==> src/brfo_pkg.sv <==
// ----------------------------------------------------------------------------
// brfo_pkg
// Shared constants and types for the byte ring FIFO with overwrite.
// ----------------------------------------------------------------------------
package brfo_pkg;

    localparam int DEPTH       = 64;
    localparam int PTR_W       = (DEPTH > 1) ? $clog2(DEPTH) : 1;
    localparam int DATA_W      = 8;
    localparam int COUNT_W     = 6;
    localparam int REMAINING_W = 7;

    localparam logic OP_WRITE = 1'b0;
    localparam logic OP_READ  = 1'b1;

    typedef logic [PTR_W-1:0] t_ptr;

    // Commands from the controller to the datapath.
    typedef struct packed {
        logic load_in;
        logic exec;
        logic load_out;
    } t_cmd;

    // Advance a slot pointer with wrap at DEPTH.
    function automatic t_ptr next_slot(input t_ptr p);
        t_ptr r;
        if (p == t_ptr'(DEPTH - 1)) begin
            r = '0;
        end else begin
            r = p + t_ptr'(1);
        end
        return r;
    endfunction

endpackage

==> src/brfo_ctrl.sv <==
// ----------------------------------------------------------------------------
// brfo_ctrl
// Sequencer that takes one word, runs it through the datapath and hands the
// result to the output register.
// ----------------------------------------------------------------------------
module brfo_ctrl
    import brfo_pkg::*;
(
    input  logic i_clk,
    input  logic i_rst_n,
    input  logic i_valid,
    output logic o_stall,
    output logic o_valid,
    input  logic i_stall,
    output t_cmd o_cmd
);

    typedef enum logic [1:0] {
        S_IDLE,
        S_EXEC,
        S_RESULT
    } t_state;

    t_state r_state, n_state;
    logic   r_out_valid, n_out_valid;
    logic   w_out_take;
    logic   w_out_free;
    logic   w_in_accept;

    assign o_stall     = (r_state != S_IDLE);
    assign o_valid     = r_out_valid;
    assign w_in_accept = i_valid && (r_state == S_IDLE);
    assign w_out_take  = r_out_valid && !i_stall;
    assign w_out_free  = !r_out_valid || w_out_take;

    always_comb begin
        o_cmd.load_in  = w_in_accept;
        o_cmd.exec     = (r_state == S_EXEC);
        o_cmd.load_out = (r_state == S_RESULT) && w_out_free;
    end

    always_comb begin
        n_state = r_state;
        unique case (r_state)
            S_IDLE: begin
                if (i_valid) begin
                    n_state = S_EXEC;
                end
            end
            S_EXEC: begin
                n_state = S_RESULT;
            end
            S_RESULT: begin
                if (w_out_free) begin
                    n_state = S_IDLE;
                end
            end
            default: begin
                n_state = S_IDLE;
            end
        endcase
        if (o_cmd.load_out) begin
            n_out_valid = 1'b1;
        end else if (w_out_take) begin
            n_out_valid = 1'b0;
        end else begin
            n_out_valid = r_out_valid;
        end
    end

    always_ff @(posedge i_clk) begin
        if (!i_rst_n) begin
            r_state     <= S_IDLE;
            r_out_valid <= 1'b0;
        end else begin
            r_state     <= n_state;
            r_out_valid <= n_out_valid;
        end
    end

    // The result register is never overwritten while it still holds a word.
    a_load_when_free: assert property (@(posedge i_clk) disable iff (!i_rst_n)
        o_cmd.load_out |-> (!r_out_valid || !i_stall))
        else $error("result register loaded while occupied");

    a_accept_to_exec: assert property (@(posedge i_clk) disable iff (!i_rst_n)
        w_in_accept |=> (r_state == S_EXEC))
        else $error("accepted word did not start execution");

    a_exec_to_result: assert property (@(posedge i_clk) disable iff (!i_rst_n)
        (r_state == S_EXEC) |=> (r_state == S_RESULT))
        else $error("execution did not proceed to result");

endmodule

==> src/brfo_dp.sv <==
// ----------------------------------------------------------------------------
// brfo_dp
// Datapath: byte store, head and tail pointers, and the result register.
// ----------------------------------------------------------------------------
module brfo_dp
    import brfo_pkg::*;
(
    input  logic                   i_clk,
    input  logic                   i_rst_n,
    input  t_cmd                   i_cmd,
    input  logic                   i_op,
    input  logic [DATA_W-1:0]      i_data_in,
    input  logic                   i_overwrite,
    output logic                   o_write_accepted,
    output logic [DATA_W-1:0]      o_read_data,
    output logic                   o_read_valid,
    output logic [COUNT_W-1:0]     o_count,
    output logic [REMAINING_W-1:0] o_remaining
);

    logic [DATA_W-1:0] r_mem [DEPTH];

    // Latched input word.
    logic              r_op;
    logic [DATA_W-1:0] r_data;
    logic              r_ow;

    t_ptr r_head, n_head;
    t_ptr r_tail, n_tail;

    // Step outcome.
    logic              r_acc;
    logic              r_rvalid;
    t_ptr              r_cnt;
    logic [DATA_W-1:0] r_mem_q;

    // Result register.
    logic                   r_o_acc;
    logic [DATA_W-1:0]      r_o_data;
    logic                   r_o_rvalid;
    logic [COUNT_W-1:0]     r_o_count;
    logic [REMAINING_W-1:0] r_o_remaining;

    t_ptr w_head_nx;
    t_ptr w_tail_nx;
    logic w_full;
    logic w_empty;
    logic w_write_ok;
    logic w_read_ok;
    t_ptr w_cnt;
    logic [PTR_W:0] w_remaining;

    assign w_head_nx  = next_slot(r_head);
    assign w_tail_nx  = next_slot(r_tail);
    assign w_full     = (w_head_nx == r_tail);
    assign w_empty    = (r_head == r_tail);
    assign w_write_ok = (r_op == OP_WRITE) && (r_ow || !w_full);
    assign w_read_ok  = (r_op == OP_READ) && !w_empty;

    always_comb begin
        n_head = r_head;
        n_tail = r_tail;
        if (w_write_ok) begin
            n_head = w_head_nx;
            // An overwriting write into a full buffer pushes out the oldest byte.
            if (w_full) begin
                n_tail = w_tail_nx;
            end
        end
        if (w_read_ok) begin
            n_tail = w_tail_nx;
        end
        if (n_head >= n_tail) begin
            w_cnt = n_head - n_tail;
        end else begin
            w_cnt = t_ptr'((PTR_W + 1)'(DEPTH) + {1'b0, n_head} - {1'b0, n_tail});
        end
        w_remaining = (PTR_W + 1)'(DEPTH) - {1'b0, r_cnt};
    end

    always_ff @(posedge i_clk) begin
        if (i_cmd.exec && w_write_ok) begin
            r_mem[r_head] <= r_data;
        end
        if (i_cmd.exec) begin
            r_mem_q <= r_mem[r_tail];
        end
    end

    always_ff @(posedge i_clk) begin
        if (!i_rst_n) begin
            r_head <= '0;
            r_tail <= '0;
        end else if (i_cmd.exec) begin
            r_head <= n_head;
            r_tail <= n_tail;
        end
    end

    always_ff @(posedge i_clk) begin
        if (i_cmd.load_in) begin
            r_op   <= i_op;
            r_data <= i_data_in;
            r_ow   <= i_overwrite;
        end
        if (i_cmd.exec) begin
            r_acc    <= w_write_ok;
            r_rvalid <= w_read_ok;
            r_cnt    <= w_cnt;
        end
        if (i_cmd.load_out) begin
            r_o_acc       <= r_acc;
            r_o_data      <= r_rvalid ? r_mem_q : '0;
            r_o_rvalid    <= r_rvalid;
            r_o_count     <= COUNT_W'(r_cnt);
            r_o_remaining <= REMAINING_W'(w_remaining);
        end
    end

    assign o_write_accepted = r_o_acc;
    assign o_read_data      = r_o_data;
    assign o_read_valid     = r_o_rvalid;
    assign o_count          = r_o_count;
    assign o_remaining      = r_o_remaining;

    a_ptr_range: assert property (@(posedge i_clk) disable iff (!i_rst_n)
        (r_head <= t_ptr'(DEPTH - 1)) && (r_tail <= t_ptr'(DEPTH - 1)))
        else $error("pointer out of range");

    a_refused_holds: assert property (@(posedge i_clk) disable iff (!i_rst_n)
        (i_cmd.exec && (r_op == OP_WRITE) && !w_write_ok) |=>
            ($stable(r_head) && $stable(r_tail)))
        else $error("refused write moved a pointer");

    a_empty_read_holds: assert property (@(posedge i_clk) disable iff (!i_rst_n)
        (i_cmd.exec && (r_op == OP_READ) && w_empty) |=>
            ($stable(r_head) && $stable(r_tail) && !r_rvalid))
        else $error("read of empty buffer changed state");

endmodule

==> src/byte_ring_fifo_overwrite_unit.sv <==
// ----------------------------------------------------------------------------
// byte_ring_fifo_overwrite_unit
// Byte ring FIFO with one spare slot and an optional overwrite on full.
// ----------------------------------------------------------------------------
//  Channel   Valid      Stall      Payload
//  input     i_valid    o_stall    i_op, i_data_in, i_overwrite
//  output    o_valid    i_stall    o_write_accepted, o_read_data, o_read_valid,
//                                  o_count, o_remaining
//
// Each word passes through three controller steps: latch, one store access (write
// or registered read), then load of the result register. A new word is taken only
// once the last step of the previous word is done, so words never overlap. A stalled
// result holds the word in the last step until the result register frees. Reset
// is synchronous and empties the buffer at once.
// ----------------------------------------------------------------------------
module byte_ring_fifo_overwrite_unit
    import brfo_pkg::*;
(
    input  logic                   i_clk,
    input  logic                   i_rst_n,
    input  logic                   i_valid,
    output logic                   o_stall,
    input  logic                   i_op,
    input  logic [DATA_W-1:0]      i_data_in,
    input  logic                   i_overwrite,
    output logic                   o_valid,
    input  logic                   i_stall,
    output logic                   o_write_accepted,
    output logic [DATA_W-1:0]      o_read_data,
    output logic                   o_read_valid,
    output logic [COUNT_W-1:0]     o_count,
    output logic [REMAINING_W-1:0] o_remaining
);

    t_cmd w_cmd;

    brfo_ctrl u_ctrl (
        .i_clk   (i_clk),
        .i_rst_n (i_rst_n),
        .i_valid (i_valid),
        .o_stall (o_stall),
        .o_valid (o_valid),
        .i_stall (i_stall),
        .o_cmd   (w_cmd)
    );

    brfo_dp u_dp (
        .i_clk            (i_clk),
        .i_rst_n          (i_rst_n),
        .i_cmd            (w_cmd),
        .i_op             (i_op),
        .i_data_in        (i_data_in),
        .i_overwrite      (i_overwrite),
        .o_write_accepted (o_write_accepted),
        .o_read_data      (o_read_data),
        .o_read_valid     (o_read_valid),
        .o_count          (o_count),
        .o_remaining      (o_remaining)
    );

endmodule
==> config.mk <==
export PLATFORM = sky130hd
export DESIGN_NAME = byte_ring_fifo_overwrite_unit
export DESIGN_NICKNAME = d
export VERILOG_FILES = /design/src/brfo_pkg.sv /design/src/brfo_ctrl.sv /design/src/brfo_dp.sv /design/src/byte_ring_fifo_overwrite_unit.sv
export SDC_FILE = /design/constraint.sdc
export NUM_CORES = 1
export LEC_CHECK = 0
export ABC_AREA = 1
export BUFFER_PORTS_ARGS = -buffer_cell sky130_fd_sc_hd__clkbuf_2
export CAP_MARGIN = 30
export CORE_MARGIN = 4
export CORE_UTILIZATION = 40
export CTS_BUF_LIST = sky130_fd_sc_hd__clkbuf_2
export CTS_CLUSTER_DIAMETER = 60
export CTS_CLUSTER_SIZE = 8
export DETAILED_ROUTE_END_ITERATION = 16
export PLACE_DENSITY = 0.61
export REMOVE_ABC_BUFFERS = 1
export SYNTH_ARGS = -nofsm -noshare
export SYNTH_HDL_FRONTEND = slang
export SYNTH_HIERARCHICAL = 1
export SYNTH_SLANG_ARGS = --single-unit
==> constraint.sdc <==
create_clock -name i_clk -period 4.3 [get_ports i_clk]
set_clock_uncertainty 0.05 [all_clocks]
set_input_delay 1.29 -clock i_clk [delete_from_list [all_inputs] [get_ports i_clk]]
set_output_delay 1.29 -clock i_clk [all_outputs]
set_load 0.1 [all_outputs]
; ---- Word-level counts from Yosys, hierarchy flattened
; Memory sizes are Yosys's and may differ from the RTL's. A register that Yosys moved wholly into a read port is not among the register bits.
; Index checks and enable logic that the tools add are counted.
[op_classes]
order_cmp = 1
shift = 0
muxes = 14
add_sub_neg = 6
reduce_logical = 16
bitwise_logic = 1
eq_ne = 8
mul = 0
div = 0
[op_table]
columns = op, n
row1 = 6-bit two-way mux, 7
row2 = "6-bit by 1-bit adder with 6-bit output, second input constant", 2
row3 = 6-bit equality test, 2
row4 = "6-bit equality test, second input constant", 2
row5 = 6-bit subtractor, 2
row6 = "7-bit by 6-bit subtractor with 7-bit output, first input constant", 1
row7 = "1-bit by 6-bit adder with 6-bit output, first input constant", 1
row8 = 6-bit >= comparator, 1
row9 = 1-bit logical AND, 6
row10 = 2-bit case mux with 3 select lines, 1
row11 = 1-bit logical NOT, 4
row12 = 1-bit two-way mux, 4
row13 = 2-bit two-way mux, 2
row14 = 2-bit nonzero test, 2
row15 = "2-bit by 1-bit equality test with 1-bit output, second input constant", 1
row16 = "2-bit equality test, second input constant", 1
row17 = 2-bit logical NOT, 1
row18 = 1-bit logical OR, 2
row19 = "2-bit by 1-bit inequality test with 1-bit output, second input constant", 1
row20 = "2-bit inequality test, second input constant", 1
row21 = 2-bit AND reduction, 1
row22 = 1-bit inverter, 1
[word_totals]
latchBits = 0
mem_bits_rw = 512
out_inout_bits = 25
rom_bits = 0
ff_bits = 56
word_cells = 62
memories = 1
[memory_table]
columns = name, depth, width, rd, rd_clocked_by_memory_dff, write_ports, line_no
row1 = u_dp.r_mem, 64, 8, 1, 1, 1, brfo_dp.sv:21  ; logic [DATA_W-1:0] r_mem [DEPTH];

; ---- Depth between registers and ports, before layout
; Gate-level depths: netlist of run 1.
[logic_depth]
depth_word = 10
ltp_mapped = 26
ltp_nobuf = 25

; ---- Hierarchy
; Netlist of run 1, hierarchy kept.
[modules_own_cells]
columns = module, area_each_um2, n_inst, cells_per_inst, seq_area_each_um2
row1 = brfo_dp, 23262.3, 1, 1811, 17056.4
row2 = brfo_ctrl, 158.9, 1, 22, 60.1

; ---- Worst setup path before layout of run 1
; No wires, ideal clock.
[synth_path]
path_type = flip-flop to flip-flop
start = reg u_dp.r_head[0]
end = reg u_dp.r_cnt[5], data pin
period_less_slack_ns = 3.080
setup_slack_ns = 1.220
arrival_time_ns = 2.778
path_stages_with_launch = 25
setup_ns = 0.252
path_cell_list = dfxtp_1 ha_1 nand2_1 inv_1 nand2_1 nand2_2 nand2_1 nand3_2 nor2_4 nand4_1 nand2_1 buf_4 nand3_1 and2_1 ha_1 a21oi_1 nand2_1 a21oi_1 inv_1 a21oi_1 inv_1 nand2_1 nand2_1 nand2_1 nand2_1
[synth_via]
elab_chain_cells = 10
[synth_lines]
columns = element, line_no
row1 = "start, declared", brfo_dp.sv:28  ; t_ptr r_head, n_head;
row2 = "start signal, assigned", brfo_dp.sv:95  ; r_head <= n_head;
row3 = 6-bit by 1-bit adder with 6-bit output or 6-bit equality test (tied branches), "brfo_pkg.sv:31, brfo_pkg.sv:28"
row4 = 6-bit two-way mux, brfo_pkg.sv:28  ; if (p == t_ptr'(DEPTH - 1)) begin
row5 = 6-bit equality test, brfo_dp.sv:55  ; assign w_full = (w_head_nx == r_tail);
row6 = 1-bit logical NOT, brfo_dp.sv:57  ; assign w_write_ok = (r_op == OP_WRITE) && (r_ow || !w_full);
row7 = 1-bit logical OR, brfo_dp.sv:57
row8 = 1-bit logical AND, brfo_dp.sv:57
row9 = 6-bit two-way mux, brfo_dp.sv:63  ; if (w_write_ok) begin
row10 = 1-bit by 6-bit adder with 6-bit output or 6-bit two-way mux (tied branches), "brfo_dp.sv:76, brfo_dp.sv:70"
row11 = 6-bit subtractor (tied with other cells), brfo_dp.sv:76  ; w_cnt = t_ptr'((PTR_W + 1)'(DEPTH) + {1'b0, n_head} - {1'b0, n_tail});
row12 = 6-bit two-way mux (*), brfo_dp.sv:73  ; if (n_head >= n_tail) begin
row13 = net u_dp.w_cnt[5], brfo_dp.sv:50  ; t_ptr w_cnt;
row14 = "end signal, assigned", brfo_dp.sv:109  ; r_cnt <= w_cnt;
row15 = "end, declared", brfo_dp.sv:34  ; t_ptr r_cnt;
; Mark *: on every way through the listed nets, which the timed path passes. The rest lies on a longest branch.
; A chain may end at the register's enable or synchronous reset.

; ---- Worst setup path in the final report of run 1
[layout_path]
start = reg u_dp.r_tail[4]
end = reg u_dp.r_cnt[5], data pin
[layout_via]
elab_chain_cells = 8
[layout_lines]
columns = element, line_no
row1 = "start, declared", brfo_dp.sv:29  ; t_ptr r_tail, n_tail;
row2 = "start signal, assigned", brfo_dp.sv:96  ; r_tail <= n_tail;
row3 = 6-bit equality test, brfo_dp.sv:55
row4 = 1-bit logical NOT, brfo_dp.sv:57
row5 = 1-bit logical OR, brfo_dp.sv:57
row6 = 1-bit logical AND, brfo_dp.sv:57
row7 = 6-bit two-way mux, brfo_dp.sv:63
row8 = 1-bit by 6-bit adder with 6-bit output or 6-bit two-way mux (tied branches), "brfo_dp.sv:76, brfo_dp.sv:70"
row9 = 6-bit subtractor (tied with other cells), brfo_dp.sv:76
row10 = 6-bit two-way mux (*), brfo_dp.sv:73
row11 = net u_dp.w_cnt[5], brfo_dp.sv:50
; Marked as above.

==> results of run 1 <==
## metrics by stage
| stage | util (%) | setup WS, ns | hold WS (ns) |
|---|---|---|---|
| floorplan | - | -5.880 | 0.3503 |
| global placement | 42.42 | 0.7810 | 0.3558 |
| detailed placement | 42.46 | 0.7615 | 0.3584 |
| CTS | 43.35 | 0.7269 | 0.2041 |
| global route | 43.40 | 0.3858 | 0.2652 |
| finish | 43.40 | 0.7121 | 0.3379 |
## where the power goes
part           switching (uW)  internal (uW)  leakage, uW
sequential               32.1           6210      0.00517
clock                    1760            593     0.000425
combinational             748            261      0.00276
## area by class of cell
class | count | area [um^2] | area share [%]
clock inverters | 5 | 21.27 | 0.08478
clock buffers | 98 | 490.5 | 1.955
inverters | 55 | 219.0 | 0.8728
diodes | 1 | 2.502 | 0.009975
repair buffers | 108 | 768.2 | 3.062
well taps | 765 | 957.2 | 3.815
multi-input cells | 1077 | 5504 | 21.94
flip-flops and latches | 575 | 17130 | 68.26
## cells by family after synthesis
| kind of cell | after synthesis |
|---|---|
| AO/OA/AOI/OAI | 457 |
| XOR/XNOR | 8 |
| adder cells (fa/ha/maj) | 9 |
| flip-flops | 575 |
| multiplexers | 6 |
| AND/OR/NAND/NOR | 597 |
| buffers and inverters | 181 |
## layout by cell type (no fill, tap or decap), drive strengths merged
master,n
edfxtp,560
nor2,342
nor3,4
o21a,2
o2111ai,18
nand3,63
inv,53
clkinv,7
a21oi,32
o211ai,16
a211oi,1
nand3b,1
dfxtp,15
o22ai,90
nand2,167
buf,70
or2,5
o221ai,30
xnor2,2
fa,1
clkbuf,136
ha,8
o311ai,6
nor4,3
o21ai,260
diode,1
mux2i,6
nand4,11
xor2,6
o22a,2
and2,1
## path summary, 6_finish.rpt
path	start	endpoint	slack, ns	cells past startpoint
setup / recovery	u_dp/r_tail[4]	u_dp/r_cnt[5]	0.71	20
hold / removal	i_data_in[2]	u_dp/r_data[2]	0.34	1
hold reg to reg	u_dp/r_acc	u_dp/o_write_accepted	0.38	0
setup reg to reg	u_dp/r_tail[4]	u_dp/r_cnt[5]	0.71	20
## worst reg2reg max path, cell delays in order, from the launching register on
cell and delay, ns:
dfxtp_1 0.39, buf_4 0.23, clkinv_1 0.29, nand3_1 0.20, nand3_2 0.11, nor2_4 0.13
nand4_1 0.12, nand2_1 0.28, nand3_1 0.13, and2_1 0.18, ha_1 0.34, a21oi_1 0.16
nand2_1 0.10, a21oi_1 0.13, inv_1 0.05, a21oi_1 0.16, inv_1 0.05, nand2_1 0.08
nand2_1 0.05, nand2_1 0.05, nand2_1 0.04
## sequential cells by signal, summed over array words and instances, names as in the netlist
name	count
u_ctrl/r_state	2
u_ctrl/o_valid	1
u_dp/r_op	1
u_dp/r_ow	1
u_dp/r_rvalid	1
u_dp/r_mem_q	8
u_dp/r_acc	1
u_dp/r_cnt	6
u_dp/o_count	6
u_dp/o_read_valid	1
u_dp/r_tail	6
u_dp/r_head	6
u_dp/r_mem	512
u_dp/o_read_data	8
u_dp/r_data	8
u_dp/o_write_accepted	1
u_dp/o_remaining	6
## metal layers
| metal | share of wire (%) | vias up | wire [um] |
|---|---|---|---|
| met4 | 3.2 | 2 | 1861 |
| met3 | 9.0 | 130 | 5189 |
| li1 | - | 6876 | - |
| met2 | 44 | 670 | 25680 |
| met1 | 43 | 7403 | 25010 |
| met5 | 0.019 | - | 11 |
==> impl_metrics.ini, run 1 <==
[critical_path]
path_buf_inv = 4
crit_path_top_delay_cell = dfxtp_1
worst-setup-path-type = reg2reg
path_max_fanout = 13
critPathLaunchType = flop
cp_common_cell = nand2_1
slowest_delay_ns = 0.39
arrival_ns = 4.37
cp_top_family = simple AND/OR/NAND/NOR gates
cp_data_required_time_ns = 5.08
end_kind = flop
path_cells = buf_4, clkinv_1, nand3_1, nand3_2, nor2_4, nand4_1, nand2_1, nand3_1, and2_1, ha_1, a21oi_1, nand2_1, a21oi_1, inv_1, a21oi_1, inv_1, nand2_1, nand2_1, nand2_1, nand2_1

[clocking]
path_clk_slew_ns = 0.19
clock_latency_ns = 1.09
cts_root_buf = clkbuf_2
cts_buffers = 82
cts_tree = yes
cts_resized = 0
htree_levels = 3
post_cts_buffers = 0
clock_sinks = 575
hold_buffers = 0
ctsLongestPathBuffers = 3

[final_layout]
synthToLayoutAreaGrowth_pct = 7.116
fill_cells = 5305
final_cell_area_um2 = 25090
finalNonFillerCells = 2684
nets = 1922
final_layout_size_suffix_gt1_share_pct = 13.40

[min_path]
hp-class = in2reg

[timing]
drv_slew = 0
period_minus_slack_ns = 3.588
setup_tns_ns = 0
finalSetupViolCount = 0
finalHoldViolations = 0
rsz0062_at_grt = no
fmaxAchievable_mhz = 278.7
tightest_slew_ns = 1.010
slew_headroom_pct = 32.65
period_share_pct = 83.44

[floorplan]
core_area_um2 = 57810
fp.dieW_um = 250.0
placementRows = 88
dieArea_um2 = 62490
start_util_pct = 40.52
die_y_um = 250.0
ios = 39

[yosys]
synthAdderAreaFrac_pct = 0.5128
synth.avg_cell_area_um2 = 12.78
synth_seq_cells = 575
yosys.area.top_type = edfxtp_1
synth-xor-area-share_pct = 0.2992
synthCells = 1833
yosysTopAreaCellShare_pct = 71.80
synth-compound-area-share_pct = 11.44
synthSimpleGateAreaFrac_pct = 10.98
async_flop_share_pct = 0
yosysSeqAreaShare_pct = 73.08
synth-edff-count = 560
ys_warn_count = 6
yosysUniqueCellTypes = 53
synth_common_cells = 560 x edfxtp_1, 338 x nor2_1, 252 x o21ai_0
synthTopCellsByArea = edfxtp_1 72%, nor2_1 5.4%, o21ai_0 5.4%
synth_mux_area_share_pct = 0.2564
yosysMostFrequentCell = edfxtp_1
ys.flop_type = edfxtp_1
syn_area_um2 = 23420
synth_top_family_by_area = compound AO/OA/AOI/OAI gates

[global_routing]
grt_util_met3_pct = 4.012
grt_pass1_vias = 14361
busiest_layer = met2
antenna_found_initial = 2
use_met1_pct = 25.63
track_usage_pct = 17.95
grt_max_degree = 170
grt_overflow_total = 0
grt_pass1_wl_mm = 87.11
met2_usage_pct = 27.07

[power_and_ir_drop]
p_leak_uw = 0.008359
design_power_total_uw = 9604
powerDensity_nw_per_um2 = 382.8
max-vdd-ir-drop_v = 0.0001680

[place]
gp_congestion = 0.8991
hpwlAfterDp_mm = 33.75
place_inst = 2579
placed_area_um2 = 24550
io_buffers = 38

[route]
dr_total_vias = 15081
routed_wirelength_mm = 57.75
via_per_inst = 5.619
drcViolationCount = 0
drtIter0Drc = 1603
route.detailed.wl_per_inst_um = 21.51
postRouteAntennaNets = 0
first_pass_iters = 7

[run_status]
status = finished, final reports clean

[run]
drv_cap = 0
Note: power is estimated with default switching activity, not from simulation.
==> run 2, diff against run 1 <==
- PLACE_DENSITY: 0.61 -> 0.63
- clock period: 4.3 -> 3.25 ns (I/O delays scaled with it)
==> impl_metrics.ini, run 2 (same netlist as run 1, synthesis figures left out) <==
[final_layout]
postLayoutCoreUtil_pct = 44.74
nets = 2006
register_area_um2 = 17130
final_cell_mix = 560 x edfxtp_1, 337 x nor2_1, 250 x o21ai_0
regMostFlops = u_dp/r_mem
largest_reg_flops = 512
synthToLayoutAreaGrowth_pct = 10.42
fill_cells = 5192
final_layout_size_suffix_gt1_share_pct = 17.09
finalNonFillerCells = 2767
layout_commonest_cell = edfxtp_1
multiInputGateArea_um2 = 5559

[critical_path]
cp_data_required_time_ns = 4.07
cp_common_cell = nand2_1
worst-path-stages = 23
arrival_ns = 3.95
end_kind = flop
crit_path_top_delay_cell = dfxtp_2
slowest_delay_ns = 0.41
path_cells = buf_6, nand3_4, o21ai_2, nand2_1, nand2_1, nand2_1, nor2_2, nand4_1, nand2_2, buf_6, nand2_1, o21a_1, ha_2, nand3_2, nand2_2, a21oi_2, inv_1, a21oi_2, inv_1, nand2_1, nand2_1, nand2_1, nand2_1
path_buf_inv = 4
reg2reg_depth = 23
critPathLaunchType = flop
worst-setup-path-type = reg2reg
cp_top_family = simple AND/OR/NAND/NOR gates
path_max_fanout = 10

[clocking]
htree_levels = 3
cts_root_buf = clkbuf_2
clock_latency_ns = 1.09
clock_sinks = 575
path_clk_slew_ns = 0.20
cts_tree = yes
cts_buffers = 82
ctsLongestPathBuffers = 3

[route]
drtIter0Drc = 1772
dr_total_vias = 15372
first_pass_iters = 7
drcViolationCount = 0
postRouteAntennaNets = 0
routed_wirelength_mm = 58.89
via_per_inst = 5.555
route.detailed.wl_per_inst_um = 21.28

[global_routing]
grt_overflow_total = 0
grt_max_degree = 219
track_usage_pct = 18.44
antenna_found_initial = 1
grt_pass1_wl_mm = 90.07
grt_pass1_vias = 15089

[power_and_ir_drop]
pwr-share-clk_pct = 24.9
p_sw_share_pct = 26.40
internal_power_uw = 9483
power.switching_uw = 3401
power_frac_comb_pct = 11.0
seq_power_share_pct = 64.0
powerDensity_nw_per_um2 = 498.2
p_leak_uw = 0.008802
max-vdd-ir-drop_v = 0.0002340

[floorplan]
start_util_pct = 40.52
fp.dieW_um = 250.0
die_y_um = 250.0
placementRows = 88
dieArea_um2 = 62490
ios = 39
core_area_um2 = 57810

[timing]
setup_tns_ns = 0
hold_slack_ns = 0.1763
slew_headroom_pct = 18.78
period_minus_slack_ns = 3.132
fmaxAchievable_mhz = 319.3
tightest_slew_ns = 1.218
fin_ws_ns = 0.1182
drv_slew = 0
finalSetupViolCount = 0
period_share_pct = 96.36
finalHoldViolations = 0
rsz0062_at_grt = yes

[run_status]
status = finished, final reports clean

[min_path]
hp-class = in2reg
whs_path_depth = 3

[place]
io_buffers = 38
gp_congestion = 0.8757
hpwlAfterDp_mm = 32.51
dpl_worst_slack_ns = 0.02532
place_inst = 2646

[run]
drv_cap = 0
[run 2: cell types whose count changed in the layout (fill, tap and decap cells not counted), moves of 3 or more]
cell,previous run,this run
buf_4,67,133
ha_1,8,5
buf_6,0,3
a21oi_2,3,6
dfxtp_1,12,9
dlygate4sd3_1,0,12
nand2_2,8,11
buf_12,1,5
nand2_1,158,155
a21oi_1,29,26
[run 2: routing by layer]
layer,GRT usage (%),part of all wire [%],vias up
met5,0,0,-
met2,29.62,47,674
met4,6.277,2.9,0
li1,-,-,7042
met1,25.64,42,7541
met3,3.178,8.5,115
[run 2: worst paths after layout]
kind                   startpoint             endpoint  slack (ns)
setup / recovery   u_dp/r_head[0]        u_dp/r_cnt[5]        0.12
hold / removal            i_rst_n       u_ctrl/o_valid        0.18
setup reg to reg   u_dp/r_head[0]        u_dp/r_cnt[5]        0.12
hold reg to reg   u_dp/r_mem_q[6]  u_dp/o_read_data[6]        0.38
[run 2: repair_timing]
action / 4_1_cts / 5_1_grt
hold endpoints to repair: 12 / 0
hold buffers: 12 / 0
buffers inserted: 0 / 6
endpoints found under the setup margin: 1 / 35
resized for setup: 1 / 22
pin swaps: 0 / 10
cloned: 0 / 0
[run 2: final cells by class]
type	count	share of cell area [%]
inverters	55	0.8466
clock inverters	5	0.1935
repair buffers	192	5.636
multi-input cells	1077	21.49
well taps	765	3.701
flip-flops and latches	575	66.24
clock buffers	97	1.877
diodes	1	0.009676
[run 2: tightest hold or removal path: stages]
cell	delay [ns]
clkbuf_2	0.12
inv_1	0.12
a21oi_1	0.05
[run 2: metrics by stage]
stage / area [um^2] / total power, uW
4_1_cts: 25740 / 12950
5_1_grt: 25860 / 13470
6_report: 25860 / 12880
3_5_place_dp: 25080 / 9780
3_3_place_gp: 25080 / 9760
2_1_floorplan: 22830 / 9254
[run 2: power by group through the flow]
stage	clock network [uW]	logic (uW)	registers [uW]
final	3210	1420	8250
after global routing	3660	1550	8250
after CTS	3320	1380	8250
after detailed placement	0	1370	8410
after global placement	0	1350	8410
after floorplan	0	653	8600
